### src/ess_pkg.sv
// ess_pkg: shared types, constants and sequencer codes for the SCAN seek scheduler
// used by every module under src; no dependencies of its own

package ess_pkg;

  localparam int MAX_REQUESTS = 32;
  localparam int CNT_W = $clog2(MAX_REQUESTS + 1);
  localparam int IDX_W = (MAX_REQUESTS > 1) ? $clog2(MAX_REQUESTS) : 1;
  localparam int CYL_W = 16;
  localparam int TOTAL_W = 22;
  localparam int DCYL_W = 17;
  localparam logic [TOTAL_W-1:0] TOTAL_MAX = {TOTAL_W{1'b1}};

  // configuration register indexes
  localparam logic CFG_SWEEP_DOWN = 1'b0;
  localparam logic CFG_DISK_CYLINDERS = 1'b1;

  localparam logic [DCYL_W-1:0] DISK_CYLINDERS_RESET = 17'd5000;

  // input item kinds
  localparam logic REQ_LOAD = 1'b0;
  localparam logic REQ_RUN = 1'b1;

  typedef struct packed {
    logic             req_type;
    logic [CYL_W-1:0] cylinder;
  } in_item_t;

  typedef struct packed {
    logic [CYL_W-1:0]   position;
    logic [TOTAL_W-1:0] total_movement;
    logic               last;
    logic               rejected;
  } out_item_t;

  typedef enum logic [2:0] {
    ST_IDLE,
    ST_SCAN,
    ST_PICK,
    ST_END,
    ST_DONE
  } state_t;

  typedef enum logic [1:0] {
    PH_FIRST,
    PH_END,
    PH_SECOND
  } phase_t;

  // operands of the shared compare unit
  typedef struct packed {
    logic [CYL_W-1:0] cand;
    logic [CYL_W-1:0] start;
    logic             want_upper;
    logic             visited;
    logic             best_found;
    logic [CYL_W-1:0] best_val;
  } sel_in_t;

endpackage

### src/elevator_seek_scheduler_core.sv
// elevator_seek_scheduler_core: top level of the SCAN seek scheduler, holds the config registers
// depends on ess_pkg and ess_seq

// Loads (req_type 0) leave busy low; a load into a full store
// gives one rejected transaction on the next cycle. A run (req_type 1) raises busy and
// emits the SCAN visiting order, one transaction per selected cylinder, start head first.
// Each selection walks the whole store through one compare unit, one entry per cycle,
// so the length of a run is set by the single read port of the store. out_strobe is high
// for one cycle per transaction and the receiver cannot stall it. Write configuration
// only while busy is low.

module elevator_seek_scheduler_core (
  input  logic                        clk,
  input  logic                        rst_n,
  input  logic                        start,
  input  ess_pkg::in_item_t           in_item,
  output logic                        busy,
  output logic                        out_strobe,
  output ess_pkg::out_item_t          out_item,
  input  logic                        cfg_we,
  input  logic                        cfg_index,
  input  logic [ess_pkg::DCYL_W-1:0]  cfg_wdata
);

  logic                       sweep_down_r;
  logic [ess_pkg::DCYL_W-1:0] disk_cyl_r;
  logic [ess_pkg::CYL_W-1:0]  top_cyl;

  always_ff @(posedge clk) begin
    if (!rst_n) begin
      sweep_down_r <= 1'b0;
      disk_cyl_r <= ess_pkg::DISK_CYLINDERS_RESET;
    end else if (cfg_we) begin
      unique case (cfg_index)
        ess_pkg::CFG_SWEEP_DOWN: sweep_down_r <= cfg_wdata[0];
        ess_pkg::CFG_DISK_CYLINDERS: disk_cyl_r <= cfg_wdata;
        default: begin
        end
      endcase
    end
  end

  // top end is cylinders minus one, zero cylinders count as one, clipped to 16 bits
  always_comb begin
    if (disk_cyl_r == '0) begin
      top_cyl = '0;
    end else if (disk_cyl_r[ess_pkg::DCYL_W-1] && (disk_cyl_r[ess_pkg::DCYL_W-2:0] != '0)) begin
      top_cyl = '1;
    end else begin
      top_cyl = ess_pkg::CYL_W'(disk_cyl_r - ess_pkg::DCYL_W'(1));
    end
  end

  ess_seq u_seq (
    .clk        (clk),
    .rst_n      (rst_n),
    .start      (start),
    .in_item    (in_item),
    .busy       (busy),
    .sweep_down (sweep_down_r),
    .top_cyl    (top_cyl),
    .out_strobe (out_strobe),
    .out_item   (out_item)
  );

endmodule

### src/ess_store.sv
// ess_store: request cylinder store, one write and one registered read per cycle
// depends on ess_pkg for depth and widths

module ess_store (
  input  logic                      clk,
  input  logic                      we,
  input  logic [ess_pkg::IDX_W-1:0] waddr,
  input  logic [ess_pkg::CYL_W-1:0] wdata,
  input  logic                      re,
  input  logic [ess_pkg::IDX_W-1:0] raddr,
  output logic [ess_pkg::CYL_W-1:0] rdata
);

  logic [ess_pkg::CYL_W-1:0] mem [ess_pkg::MAX_REQUESTS];
  logic [ess_pkg::CYL_W-1:0] rdata_r;

  always_ff @(posedge clk) begin
    if (we) begin
      mem[waddr] <= wdata;
    end
    if (re) begin
      rdata_r <= mem[raddr];
    end
  end

  assign rdata = rdata_r;

endmodule

### src/ess_select.sv
// ess_select: compare unit shared by every selection step of a run
// depends on ess_pkg for sel_in_t

module ess_select (
  input  ess_pkg::sel_in_t sel_in,
  output logic             take
);

  logic in_upper;
  logic in_set;
  logic better;

  always_comb begin
    in_upper = (sel_in.cand >= sel_in.start);
    in_set = (in_upper == sel_in.want_upper);
    // upper set climbs (smallest first), lower set descends (largest first)
    better = sel_in.want_upper ? (sel_in.cand < sel_in.best_val)
                               : (sel_in.cand > sel_in.best_val);
    take = !sel_in.visited && in_set && (!sel_in.best_found || better);
  end

endmodule

### src/ess_seq.sv
// ess_seq: sequencer that walks the store once per selection step and builds results
// depends on ess_pkg, ess_store and ess_select

module ess_seq (
  input  logic                        clk,
  input  logic                        rst_n,
  input  logic                        start,
  input  ess_pkg::in_item_t           in_item,
  output logic                        busy,
  input  logic                        sweep_down,
  input  logic [ess_pkg::CYL_W-1:0]   top_cyl,
  output logic                        out_strobe,
  output ess_pkg::out_item_t          out_item
);

  ess_pkg::state_t state_r, state_nxt;
  ess_pkg::phase_t phase_r, phase_nxt;

  logic [ess_pkg::CNT_W-1:0]        count_r, count_nxt;
  logic [ess_pkg::CNT_W-1:0]        idx_r, idx_nxt;
  logic [ess_pkg::IDX_W-1:0]        rd_idx_r, rd_idx_nxt;
  logic                             rd_valid_r, rd_valid_nxt;
  logic [ess_pkg::MAX_REQUESTS-1:0] visited_r, visited_nxt;
  logic                             best_found_r, best_found_nxt;
  logic [ess_pkg::CYL_W-1:0]        best_val_r, best_val_nxt;
  logic [ess_pkg::IDX_W-1:0]        best_idx_r, best_idx_nxt;
  logic [ess_pkg::CYL_W-1:0]        start_r, start_nxt;
  logic [ess_pkg::CYL_W-1:0]        head_r, head_nxt;
  logic [ess_pkg::TOTAL_W-1:0]      total_r, total_nxt;
  logic [ess_pkg::CYL_W-1:0]        pend_pos_r, pend_pos_nxt;
  logic [ess_pkg::TOTAL_W-1:0]      pend_total_r, pend_total_nxt;
  logic                             out_strobe_r, out_strobe_nxt;
  ess_pkg::out_item_t               out_item_r, out_item_nxt;

  logic                             mem_we;
  logic                             mem_re;
  logic [ess_pkg::CYL_W-1:0]        mem_rdata;
  ess_pkg::sel_in_t                 sel_in;
  logic                             take;

  logic                             emit;
  logic [ess_pkg::CYL_W-1:0]        emit_pos;
  logic [ess_pkg::CYL_W-1:0]        move;
  logic [ess_pkg::TOTAL_W:0]        sum;
  logic [ess_pkg::TOTAL_W-1:0]      new_total;
  logic [ess_pkg::CYL_W-1:0]        end_cyl;
  logic                             scan_done;
  logic                             accept;

  assign busy = (state_r != ess_pkg::ST_IDLE);
  assign accept = start && !busy;
  assign scan_done = (idx_r == count_r) && !rd_valid_r;
  assign end_cyl = sweep_down ? '0 : top_cyl;

  ess_store u_store (
    .clk   (clk),
    .we    (mem_we),
    .waddr (count_r[ess_pkg::IDX_W-1:0]),
    .wdata (in_item.cylinder),
    .re    (mem_re),
    .raddr (idx_r[ess_pkg::IDX_W-1:0]),
    .rdata (mem_rdata)
  );

  always_comb begin
    sel_in.cand = mem_rdata;
    sel_in.start = start_r;
    sel_in.want_upper = (phase_r == ess_pkg::PH_FIRST) ? !sweep_down : sweep_down;
    sel_in.visited = visited_r[rd_idx_r];
    sel_in.best_found = best_found_r;
    sel_in.best_val = best_val_r;
  end

  ess_select u_select (
    .sel_in (sel_in),
    .take   (take)
  );

  // next state
  always_comb begin
    state_nxt = state_r;
    unique case (state_r)
      ess_pkg::ST_IDLE: begin
        if (accept && in_item.req_type == ess_pkg::REQ_RUN) begin
          state_nxt = ess_pkg::ST_SCAN;
        end
      end
      ess_pkg::ST_SCAN: begin
        if (scan_done) begin
          state_nxt = ess_pkg::ST_PICK;
        end
      end
      ess_pkg::ST_PICK: begin
        if (best_found_r) begin
          state_nxt = ess_pkg::ST_SCAN;
        end else if (phase_r == ess_pkg::PH_FIRST) begin
          state_nxt = ess_pkg::ST_END;
        end else begin
          state_nxt = ess_pkg::ST_DONE;
        end
      end
      ess_pkg::ST_END: state_nxt = ess_pkg::ST_SCAN;
      ess_pkg::ST_DONE: state_nxt = ess_pkg::ST_IDLE;
      default: state_nxt = ess_pkg::ST_IDLE;
    endcase
  end

  // head movement and saturating total for the position being emitted
  always_comb begin
    move = (emit_pos >= head_r) ? (emit_pos - head_r) : (head_r - emit_pos);
    sum = {1'b0, total_r} + (ess_pkg::TOTAL_W + 1)'(move);
    new_total = (sum > {1'b0, ess_pkg::TOTAL_MAX}) ? ess_pkg::TOTAL_MAX
                                                    : sum[ess_pkg::TOTAL_W-1:0];
  end

  // datapath and outputs
  always_comb begin
    phase_nxt = phase_r;
    count_nxt = count_r;
    idx_nxt = idx_r;
    rd_idx_nxt = rd_idx_r;
    rd_valid_nxt = 1'b0;
    visited_nxt = visited_r;
    best_found_nxt = best_found_r;
    best_val_nxt = best_val_r;
    best_idx_nxt = best_idx_r;
    start_nxt = start_r;
    head_nxt = head_r;
    total_nxt = total_r;
    pend_pos_nxt = pend_pos_r;
    pend_total_nxt = pend_total_r;
    out_strobe_nxt = 1'b0;
    out_item_nxt = out_item_r;
    mem_we = 1'b0;
    mem_re = 1'b0;
    emit = 1'b0;
    emit_pos = '0;

    unique case (state_r)
      ess_pkg::ST_IDLE: begin
        if (accept) begin
          if (in_item.req_type == ess_pkg::REQ_LOAD) begin
            if (count_r == ess_pkg::CNT_W'(ess_pkg::MAX_REQUESTS)) begin
              out_strobe_nxt = 1'b1;
              out_item_nxt.position = in_item.cylinder;
              out_item_nxt.total_movement = '0;
              out_item_nxt.last = 1'b0;
              out_item_nxt.rejected = 1'b1;
            end else begin
              mem_we = 1'b1;
              count_nxt = count_r + ess_pkg::CNT_W'(1);
            end
          end else begin
            // start head is the first result, held until the next one is known
            start_nxt = in_item.cylinder;
            head_nxt = in_item.cylinder;
            total_nxt = '0;
            pend_pos_nxt = in_item.cylinder;
            pend_total_nxt = '0;
            visited_nxt = '0;
            phase_nxt = ess_pkg::PH_FIRST;
            idx_nxt = '0;
            best_found_nxt = 1'b0;
          end
        end
      end
      ess_pkg::ST_SCAN: begin
        if (idx_r < count_r) begin
          mem_re = 1'b1;
          rd_valid_nxt = 1'b1;
          rd_idx_nxt = idx_r[ess_pkg::IDX_W-1:0];
          idx_nxt = idx_r + ess_pkg::CNT_W'(1);
        end
        if (rd_valid_r && take) begin
          best_found_nxt = 1'b1;
          best_val_nxt = mem_rdata;
          best_idx_nxt = rd_idx_r;
        end
      end
      ess_pkg::ST_PICK: begin
        if (best_found_r) begin
          emit = 1'b1;
          emit_pos = best_val_r;
          visited_nxt[best_idx_r] = 1'b1;
          idx_nxt = '0;
          best_found_nxt = 1'b0;
        end else if (phase_r == ess_pkg::PH_FIRST) begin
          phase_nxt = ess_pkg::PH_END;
        end
      end
      ess_pkg::ST_END: begin
        if (head_r != end_cyl) begin
          emit = 1'b1;
          emit_pos = end_cyl;
        end
        phase_nxt = ess_pkg::PH_SECOND;
        idx_nxt = '0;
        best_found_nxt = 1'b0;
      end
      ess_pkg::ST_DONE: begin
        out_strobe_nxt = 1'b1;
        out_item_nxt.position = pend_pos_r;
        out_item_nxt.total_movement = pend_total_r;
        out_item_nxt.last = 1'b1;
        out_item_nxt.rejected = 1'b0;
        count_nxt = '0;
      end
      default: begin
      end
    endcase

    // a new position releases the held one as a non-final transaction
    if (emit) begin
      out_strobe_nxt = 1'b1;
      out_item_nxt.position = pend_pos_r;
      out_item_nxt.total_movement = pend_total_r;
      out_item_nxt.last = 1'b0;
      out_item_nxt.rejected = 1'b0;
      pend_pos_nxt = emit_pos;
      pend_total_nxt = new_total;
      head_nxt = emit_pos;
      total_nxt = new_total;
    end
  end

  always_ff @(posedge clk) begin
    if (!rst_n) begin
      state_r <= ess_pkg::ST_IDLE;
      phase_r <= ess_pkg::PH_FIRST;
      count_r <= '0;
      idx_r <= '0;
      rd_valid_r <= 1'b0;
      visited_r <= '0;
      best_found_r <= 1'b0;
      out_strobe_r <= 1'b0;
    end else begin
      state_r <= state_nxt;
      phase_r <= phase_nxt;
      count_r <= count_nxt;
      idx_r <= idx_nxt;
      rd_valid_r <= rd_valid_nxt;
      visited_r <= visited_nxt;
      best_found_r <= best_found_nxt;
      out_strobe_r <= out_strobe_nxt;
    end
  end

  always_ff @(posedge clk) begin
    rd_idx_r <= rd_idx_nxt;
    best_val_r <= best_val_nxt;
    best_idx_r <= best_idx_nxt;
    start_r <= start_nxt;
    head_r <= head_nxt;
    total_r <= total_nxt;
    pend_pos_r <= pend_pos_nxt;
    pend_total_r <= pend_total_nxt;
    out_item_r <= out_item_nxt;
  end

  assign out_strobe = out_strobe_r;
  assign out_item = out_item_r;

endmodule
### config.mk
export PLATFORM = sky130hd
export DESIGN_NAME = elevator_seek_scheduler_core
export DESIGN_NICKNAME = d
export VERILOG_FILES = /design/src/ess_pkg.sv /design/src/elevator_seek_scheduler_core.sv /design/src/ess_store.sv /design/src/ess_select.sv /design/src/ess_seq.sv
export SDC_FILE = /design/constraint.sdc
export NUM_CORES = 1
export LEC_CHECK = 0
export BUFFER_PORTS_ARGS = -buffer_cell sky130_fd_sc_hd__buf_4
export CORE_ASPECT_RATIO = 0.6
export CORE_UTILIZATION = 45
export DETAILED_ROUTE_END_ITERATION = 10
export GPL_TIMING_DRIVEN = 0
export SYNTH_ARGS = -nofsm -noshare
export SYNTH_HDL_FRONTEND = slang
export SYNTH_SLANG_ARGS = --single-unit
### constraint.sdc
create_clock -name clk -period 9.5 [get_ports clk]
set_input_delay 0.475 -clock clk [delete_from_list [all_inputs] [get_ports clk]]
set_output_delay 0.475 -clock clk [all_outputs]
set_load 0.05 [all_outputs]
# After elaboration in Yosys (flattened, before gate mapping)

Memories as Yosys holds them, arrays and structs flattened. A register that Yosys moved wholly into a read port is not among the register bits.
Cells that the tools add are included.

Register bits: 190
Bits in writable memories: 512
Output and inout port bits: 42
Memories: 1

Memory list:

| memory            | depth | bits a word | read ports | clocked after Yosys merged registers in | write ports | line            | text |
|---|---|---|---|---|---|---|---|
| u_seq.u_store.mem | 32    | 16          | 1          | 1                                       | 1           | ess_store.sv:14 | `logic [ess_pkg::CYL_W-1:0] mem [ess_pkg::MAX_REQUESTS];` |

$add $sub $neg: 6
$lt $le $gt $ge: 9
Eq/ne operators: 23
Mux-type cells: 70
Bitwise gates (word level): 2
Reduce and logical (&&, ||, !) cells: 43

Operators by type and width:

| operator              | number |
|---|---|
| $mux 16               | 10 |
| $mux 40               | 4 |
| $mux 22               | 5 |
| $mux 32               | 3 |
| $pmux 40 s2           | 1 |
| $pmux 32 s2           | 1 |
| $mux 6                | 7 |
| $ge 16x16->1          | 2 |
| $or 32x32->32         | 1 |
| $pmux 16 s2           | 1 |
| $sub 16x16->16        | 2 |
| $pmux 6 s4            | 1 |
| $add 22x16->23        | 1 |
| $gt 23x22->1 const B  | 1 |
| $mux 1                | 21 |
| $reduce_and 4->1      | 5 |
| $logic_not 17->1      | 1 |
| $gt 16x16->1          | 1 |
| $lt 16x16->1          | 1 |
| $ne 16x16->1          | 1 |
| $ne 2x1->1 const B    | 8 |
| $reduce_bool 16->1    | 1 |
| $sub 16x1->16 const B | 1 |
| $add 6x1->6 const B   | 2 |
| 34 further kinds      | 71 |

# Logic depth before layout (Yosys ltp)

Word-level depth: 14
Mapped depth: 39
Gate-level depth less buffers: 34

# Hierarchy

Synthesis repeated with hierarchy kept, for this count alone.

Cells, all modules: 2323
Area, all modules: 32382.3 um2

By module, submodules not included:

| module                       | instances | cells each | area an instance (um2) | seq. area each (um2) |
|---|---|---|---|---|
| ess_store                    | 1         | 1143       | 20694.8                | 15855.2 |
| ess_seq                      | 1         | 923        | 9721.8                 | 4624.4 |
| elevator_seek_scheduler_core | 1         | 139        | 1113.6                 | 360.3 |
| ess_select                   | 1         | 118        | 852.1                  | 0.0 |

# Worst setup path after synthesis

Ideal clock, no wire load.

Kind: register to register
From: reg disk_cyl_r[2] in the netlist's numbering
To: reg u_seq.total_r[10] in the netlist's numbering, data pin
Arrival time: 8.260 ns
Required time: 9.230 ns
Path slack: 0.970 ns
Stages on the path, launching flop included: 36
Buffers on the path: 8
Clock period less this slack: 8.530 ns
Cell sequence: dfxtp_1 or4_1 buf_6 nor4_4 mux2_2 o211ai_1 o21ai_1 or4b_1 nor4_2 nand2_2 buf_6 a32o_1 inv_1 ha_1 clkbuf_1 a21oi_1 o21ai_0 a2111oi_0 o31ai_1 a21oi_1 clkbuf_1 clkbuf_1 buf_1 mux2i_1 xnor2_1 ha_1 a21oi_1 a2111oi_0 o31ai_1 a21boi_0 o31ai_1 o21ai_1 nand2b_1 buf_1 clkbuf_1 a21oi_1

Longest elaborated chain between the ends: 14
Elaborated cells on any way between the ends: 20
Classes of those cells: 4 x add/sub; 2 x order compare; 1 x eq/ne; 10 x mux; 3 x reduce/logical

RTL lines:

| what                                                  | line                               | text |
|---|---|---|
| start: declaration                                    | elevator_seek_scheduler_core.sv:26 | `logic [ess_pkg::DCYL_W-1:0] disk_cyl_r;` |
| start signal: assignment                              | elevator_seek_scheduler_core.sv:32 | `disk_cyl_r <= ess_pkg::DISK_CYLINDERS_RESET;` |
| start signal: assignment                              | elevator_seek_scheduler_core.sv:36 | `ess_pkg::CFG_DISK_CYLINDERS: disk_cyl_r <= cfg_wdata;` |
| branches (longest 3 deep; another with $sub 16x1->16) | --                                 |  |
| $mux 16 *                                             | elevator_seek_scheduler_core.sv:45 | `if (disk_cyl_r == '0) begin` |
| $mux 16 *                                             | ess_seq.sv:53                      | `assign end_cyl = sweep_down ? '0 : top_cyl;` |
| $ne 16x16->1                                          | ess_seq.sv:192                     | `if (head_r != end_cyl) begin` |
| $mux 16                                               | ess_seq.sv:192                     |  |
| $pmux 16 s2                                           | ess_seq.sv:139                     | `unique case (state_r)` |
| $sub 16x16->16 / $ge 16x16->1 (equally long branches) | ess_seq.sv:110                     | `move = (emit_pos >= head_r) ? (emit_pos - head_r) : (head_r - emit_pos);` |
| $mux 16                                               | ess_seq.sv:110                     |  |
| $add 22x16->23                                        | ess_seq.sv:111                     | `sum = {1'b0, total_r} + (ess_pkg::TOTAL_W + 1)'(move);` |
| $gt 23x22->1                                          | ess_seq.sv:112                     | `new_total = (sum > {1'b0, ess_pkg::TOTAL_MAX}) ? ess_pkg::TOTAL_MAX` |
| $mux 22                                               | ess_seq.sv:112                     |  |
| $mux 22 *                                             | ess_seq.sv:213                     | `if (emit) begin` |
| end signal: assignment                                | ess_seq.sv:254                     | `total_r <= total_nxt;` |
| end: declaration                                      | ess_seq.sv:29                      | `logic [ess_pkg::TOTAL_W-1:0] total_r, total_nxt;` |

Mark *: on every way between the ends.
A chain may end at the register's enable or synchronous reset.

# Worst setup path in the final report

From: reg disk_cyl_r[0] in the netlist's numbering
To: reg u_seq.total_r[8] in the netlist's numbering, data pin

Same word-level chain as after synthesis.

==> metrics.log <==
[metrics] result of the run: finished clean
[metrics] clock insertion delay at the later pin of the skew report: 640 ps
[metrics] number of nets produced by synthesis: 2129
[metrics] sequential cell area in the final layout: 0.0208 sq mm
[metrics] nets@finish: 2312
[metrics] Fmax: 0.108 GHz
[metrics] total die area: 0.0716 sq mm
[metrics] length of the first detailed-routing pass in iterations: 8
[metrics] depth of the worst hold-timing path: 3
[metrics] number of sinks on the clock net: 718
[metrics] number of max-slew violations in the final report: 0
[metrics] clock tree from TritonCTS: done
[metrics] final WL: 90800 um
[metrics] final weighted congestion in routability-driven placement: 0.940
[metrics] total DRC errors in the routed layout: 0
[metrics] period utilisation layout: 97.2%
[metrics] CTS Root Buffer Type: sky130_fd_sc_hd__clkbuf_16
[metrics] category of the worst setup path capture point: flip-flop
[metrics] average cell area after synthesis: 15.9 sq um
[metrics] critical path class: flip-flop to flip-flop
[metrics] CTS clk-pin slew, worst paths: 70 ps
[metrics] depth of the worst register-to-register path: 37
[metrics] top_reg_cell synth: sky130_fd_sc_hd__edfxtp_1
[metrics] cell type of the slowest stage on the worst timing path: sky130_fd_sc_hd__or4b_1
[metrics] final setup violating endpoints: 0
[metrics] required time reported for the critical path endpoint: 9960 ps
[metrics] Max rail drop VDD: 0.134 mV
[metrics] Leakage Power: 12.3 nW
[metrics] sink of the worst hold path: disk_cyl_r[7]
[metrics] via count: 19100
[metrics] DR vias/cell: 6.08
[metrics] post-detailed-route wirelength per cell: 28.9 um
[metrics] clock period minus worst slack: 9230 ps
[metrics] start point of the worst min-delay path: cfg_wdata[7]
[metrics] crit path max fanout: 10
[metrics] number of buffers inserted during clock tree synthesis: 66
[metrics] starting utilization of the core area: 46.0%
[metrics] final-layout setup total negative slack: 0 ps
[metrics] number of global-route vias before repair: 18300
[metrics] H-tree depth: 3
[metrics] cell type contributing the most total cell area after synthesis: sky130_fd_sc_hd__edfxtp_1
[metrics] element type at the critical path start: flip-flop
[metrics] Synth-to-Final Area Change: 15.5%
[metrics] initial antenna violation count: 5
[metrics] Tot GR Track Use: 25.7%
[metrics] fill cell total of the finished layout: 5555
[metrics] standard cell area after detailed placement: 0.0340 sq mm
[metrics] FFs w/ async S/R, synth: 0%
[metrics] distinct cell type count of the synthesized netlist: 79
[metrics] classification of the worst-slack hold path: input port to flip-flop
[metrics] count of input and output buffers: 79
[metrics] horizontal die dimension: 345 um
[metrics] number of enable-type register cells in the synthesized netlist: 646
[metrics] Cell Pwr Density: 195 mW/mm^2
[metrics] Reg2Reg Setup Slack: 270 ps
[metrics] endpoint of the worst register-to-register path: u_seq.total_r[8]
[metrics] biggest cell delay along the critical path: 580 ps
[metrics] wire length of the first global-routing pass: 130000 um
[metrics] synth top area cells: sky130_fd_sc_hd__edfxtp_1, sky130_fd_sc_hd__mux4_2, sky130_fd_sc_hd__dfxtp_1, sky130_fd_sc_hd__ha_1, sky130_fd_sc_hd__a21oi_1
[metrics] area of the core: 0.0689 sq mm
[metrics] max-cap check violation count: 0
[metrics] Non-Filler Cell Area, Final: 0.0366 sq mm
[metrics] Layout Skew: 35.3 ps
[metrics] Post-Synthesis Cells: 1993
[metrics] number of hold violations in the final report: 0
[metrics] pin count of the biggest net entering global routing: 36
[metrics] tightest slew margin relative to the limit: 17.2%
[metrics] multi-input combinational cell area: 0.0105 sq mm
[metrics] Least-Margin Pin Slew: 1240 ps
[metrics] height of the chip: 208 um
[metrics] Synth top area share: 61.2%
[metrics] Antenna Violating Nets Remaining: 0
[metrics] endpoint arrival time on the critical path: 9690 ps
[metrics] row count: 74
[metrics] fraction of final layout cells sized beyond drive strength 1: 22.5%
[metrics] total half-perimeter wirelength after legalization and detailed placement: 64700 um
[metrics] fraction of the yosys area taken by sequential cells: 65.7%
[metrics] number of placed I/O pins: 81
[metrics] Iter 0 DRT Violations: 2481
[metrics] Overflow after GRT: 0
[metrics] count of warnings emitted by yosys: 0
[metrics] reg-to-reg startpoint: disk_cyl_r[0]
[metrics] netlist area before placement: 0.0317 sq mm
[metrics] number of buffers on the longest clock path: 3
[metrics] flops & latches, synth: 718
cell families (layout without fill, tap and decap cells):
family                     Yosys count  in the layout  share of synthesized area, %
and+or+nand+nor                    416            416                          6.54
xor gates and xnor gates            50             50                          1.38
AOI/OAI and AO/OA                  320            320                          6.59
buffers and inverters              176            412                          2.20
other                                0              3                             0
muxes                              216            216                          13.7
adders and majority gates           97             97                          3.90
DFF                                718            718                          65.7
repair_timing:
action	in CTS	in global routing
endpoints found under the setup margin	22	22
hold buffers	0	0
pin swaps	3	5
buffers inserted	3	7
gates resized for setup	24	22
metal layers:
layer | GRT usage (%) | routed length (um) | vias up
li1 | - | - | 8214
met1 | 40.9 | 42000 | 9825
met2 | 30.4 | 33700 | 971
met3 | 13.8 | 14000 | 92
met4 | 3.87 | 1050 | 2
met5 | 1.21 | 117 | -
worst max-delay path by stage:
stage	to	slack, ps	startpoint
3_3_place_gp	u_seq.total_r[15]	-2800	disk_cyl_r[0]
5_1_grt	u_seq.total_r[8]	-10	disk_cyl_r[2]
6_report	u_seq.total_r[8]	270	disk_cyl_r[0]
2_1_floorplan	u_seq.total_r[10]	970	disk_cyl_r[2]
3_5_place_dp	u_seq.total_r[8]	-2650	disk_cyl_r[7]
4_1_cts	u_seq.total_r[8]	20	disk_cyl_r[3]
power breakdown:
part	switching [W]	internal, W	total [W]
Sequential	0.0000301	0.00347	0.00350
Clock	0.00121	0.00168	0.00289
Combinational	0.000455	0.000278	0.000733
flip-flops by register name (all words and copies together), names as in the netlist, 17 cells and up:
name	cells
disk_cyl_r	17
u_seq.out_item	40
u_seq.total_r	22
u_seq.u_store.mem	512
u_seq.visited_r	32
per-stage QoR:
step / power, W / cells / util (%) / hold slack (ps) / setup WS [ps]
after floorplan: 0.00398 / 1993 / - / 424 / 970
after global placement: 0.00425 / 2984 / 48.6 / 432 / -2800
after detailed placement: 0.00426 / 3012 / 49.4 / 435 / -2650
after CTS: 0.00715 / 3135 / 52.9 / 28.3 / 16.0
after global routing: 0.00733 / 3141 / 53.1 / 39.0 / -14.8
final: 0.00713 / 3144 / 53.1 / 59.5 / 269
cells in the final DEF (no fill, tap or decap), types with 14 or more instances in the layout:
master / count
sky130_fd_sc_hd__dfxtp_1: 72
sky130_fd_sc_hd__xor2_1: 20
sky130_fd_sc_hd__nand2_1: 88
sky130_fd_sc_hd__a31oi_1: 15
sky130_fd_sc_hd__o21ai_0: 44
sky130_fd_sc_hd__edfxtp_1: 646
sky130_fd_sc_hd__inv_1: 88
sky130_fd_sc_hd__nor2b_1: 21
sky130_fd_sc_hd__a21oi_1: 98
sky130_fd_sc_hd__nor3_1: 16
sky130_fd_sc_hd__nor2_2: 34
sky130_fd_sc_hd__a21boi_0: 16
sky130_fd_sc_hd__clkbuf_1: 70
sky130_fd_sc_hd__buf_8: 20
sky130_fd_sc_hd__a21o_1: 44
sky130_fd_sc_hd__nor2_1: 101
sky130_fd_sc_hd__nand4_1: 19
sky130_fd_sc_hd__mux2_1: 16
sky130_fd_sc_hd__mux4_2: 170
sky130_fd_sc_hd__xnor2_1: 29
sky130_fd_sc_hd__clkbuf_16: 67
sky130_fd_sc_hd__nand3_1: 38
sky130_fd_sc_hd__mux2_2: 22
sky130_fd_sc_hd__and2_1: 31
sky130_fd_sc_hd__buf_4: 92
sky130_fd_sc_hd__ha_1: 93
sky130_fd_sc_hd__a32o_1: 14
cell type report:
class                   count  share of cell area, %
diodes                      3                 0.0205
plain buffers              83                  0.998
clock buffers              84                   4.81
clock inverters            37                   1.52
inverters                  91                  0.933
multi-input cells        1099                   28.6
flip-flops and latches    718                   56.9
well taps                 912                   3.12
repair buffers            117                   3.12
synth_stat cells (22+ instances only):
master	n
sky130_fd_sc_hd__nand2_1	88
sky130_fd_sc_hd__and2_1	31
sky130_fd_sc_hd__dfxtp_1	72
sky130_fd_sc_hd__clkbuf_1	61
sky130_fd_sc_hd__nand3_1	39
sky130_fd_sc_hd__a21oi_1	102
sky130_fd_sc_hd__nor2_1	135
sky130_fd_sc_hd__mux4_2	170
sky130_fd_sc_hd__inv_1	88
sky130_fd_sc_hd__ha_1	94
sky130_fd_sc_hd__mux2_2	22
sky130_fd_sc_hd__a21o_1	44
sky130_fd_sc_hd__edfxtp_1	646
sky130_fd_sc_hd__xnor2_1	29
sky130_fd_sc_hd__o21ai_0	44
worst max-delay path: cells and delay by family (launching register included):
family	cells	cell delay, ps
buffers and inverters	10	2030
AO/OA/AOI/OAI	14	3230
XOR/XNOR	1	120
adder cells (fa/ha/maj)	3	970
multiplexers	1	230
flip-flops	1	520
AND/OR/NAND/NOR	8	1890
Power figures use the tool's default switching activity.
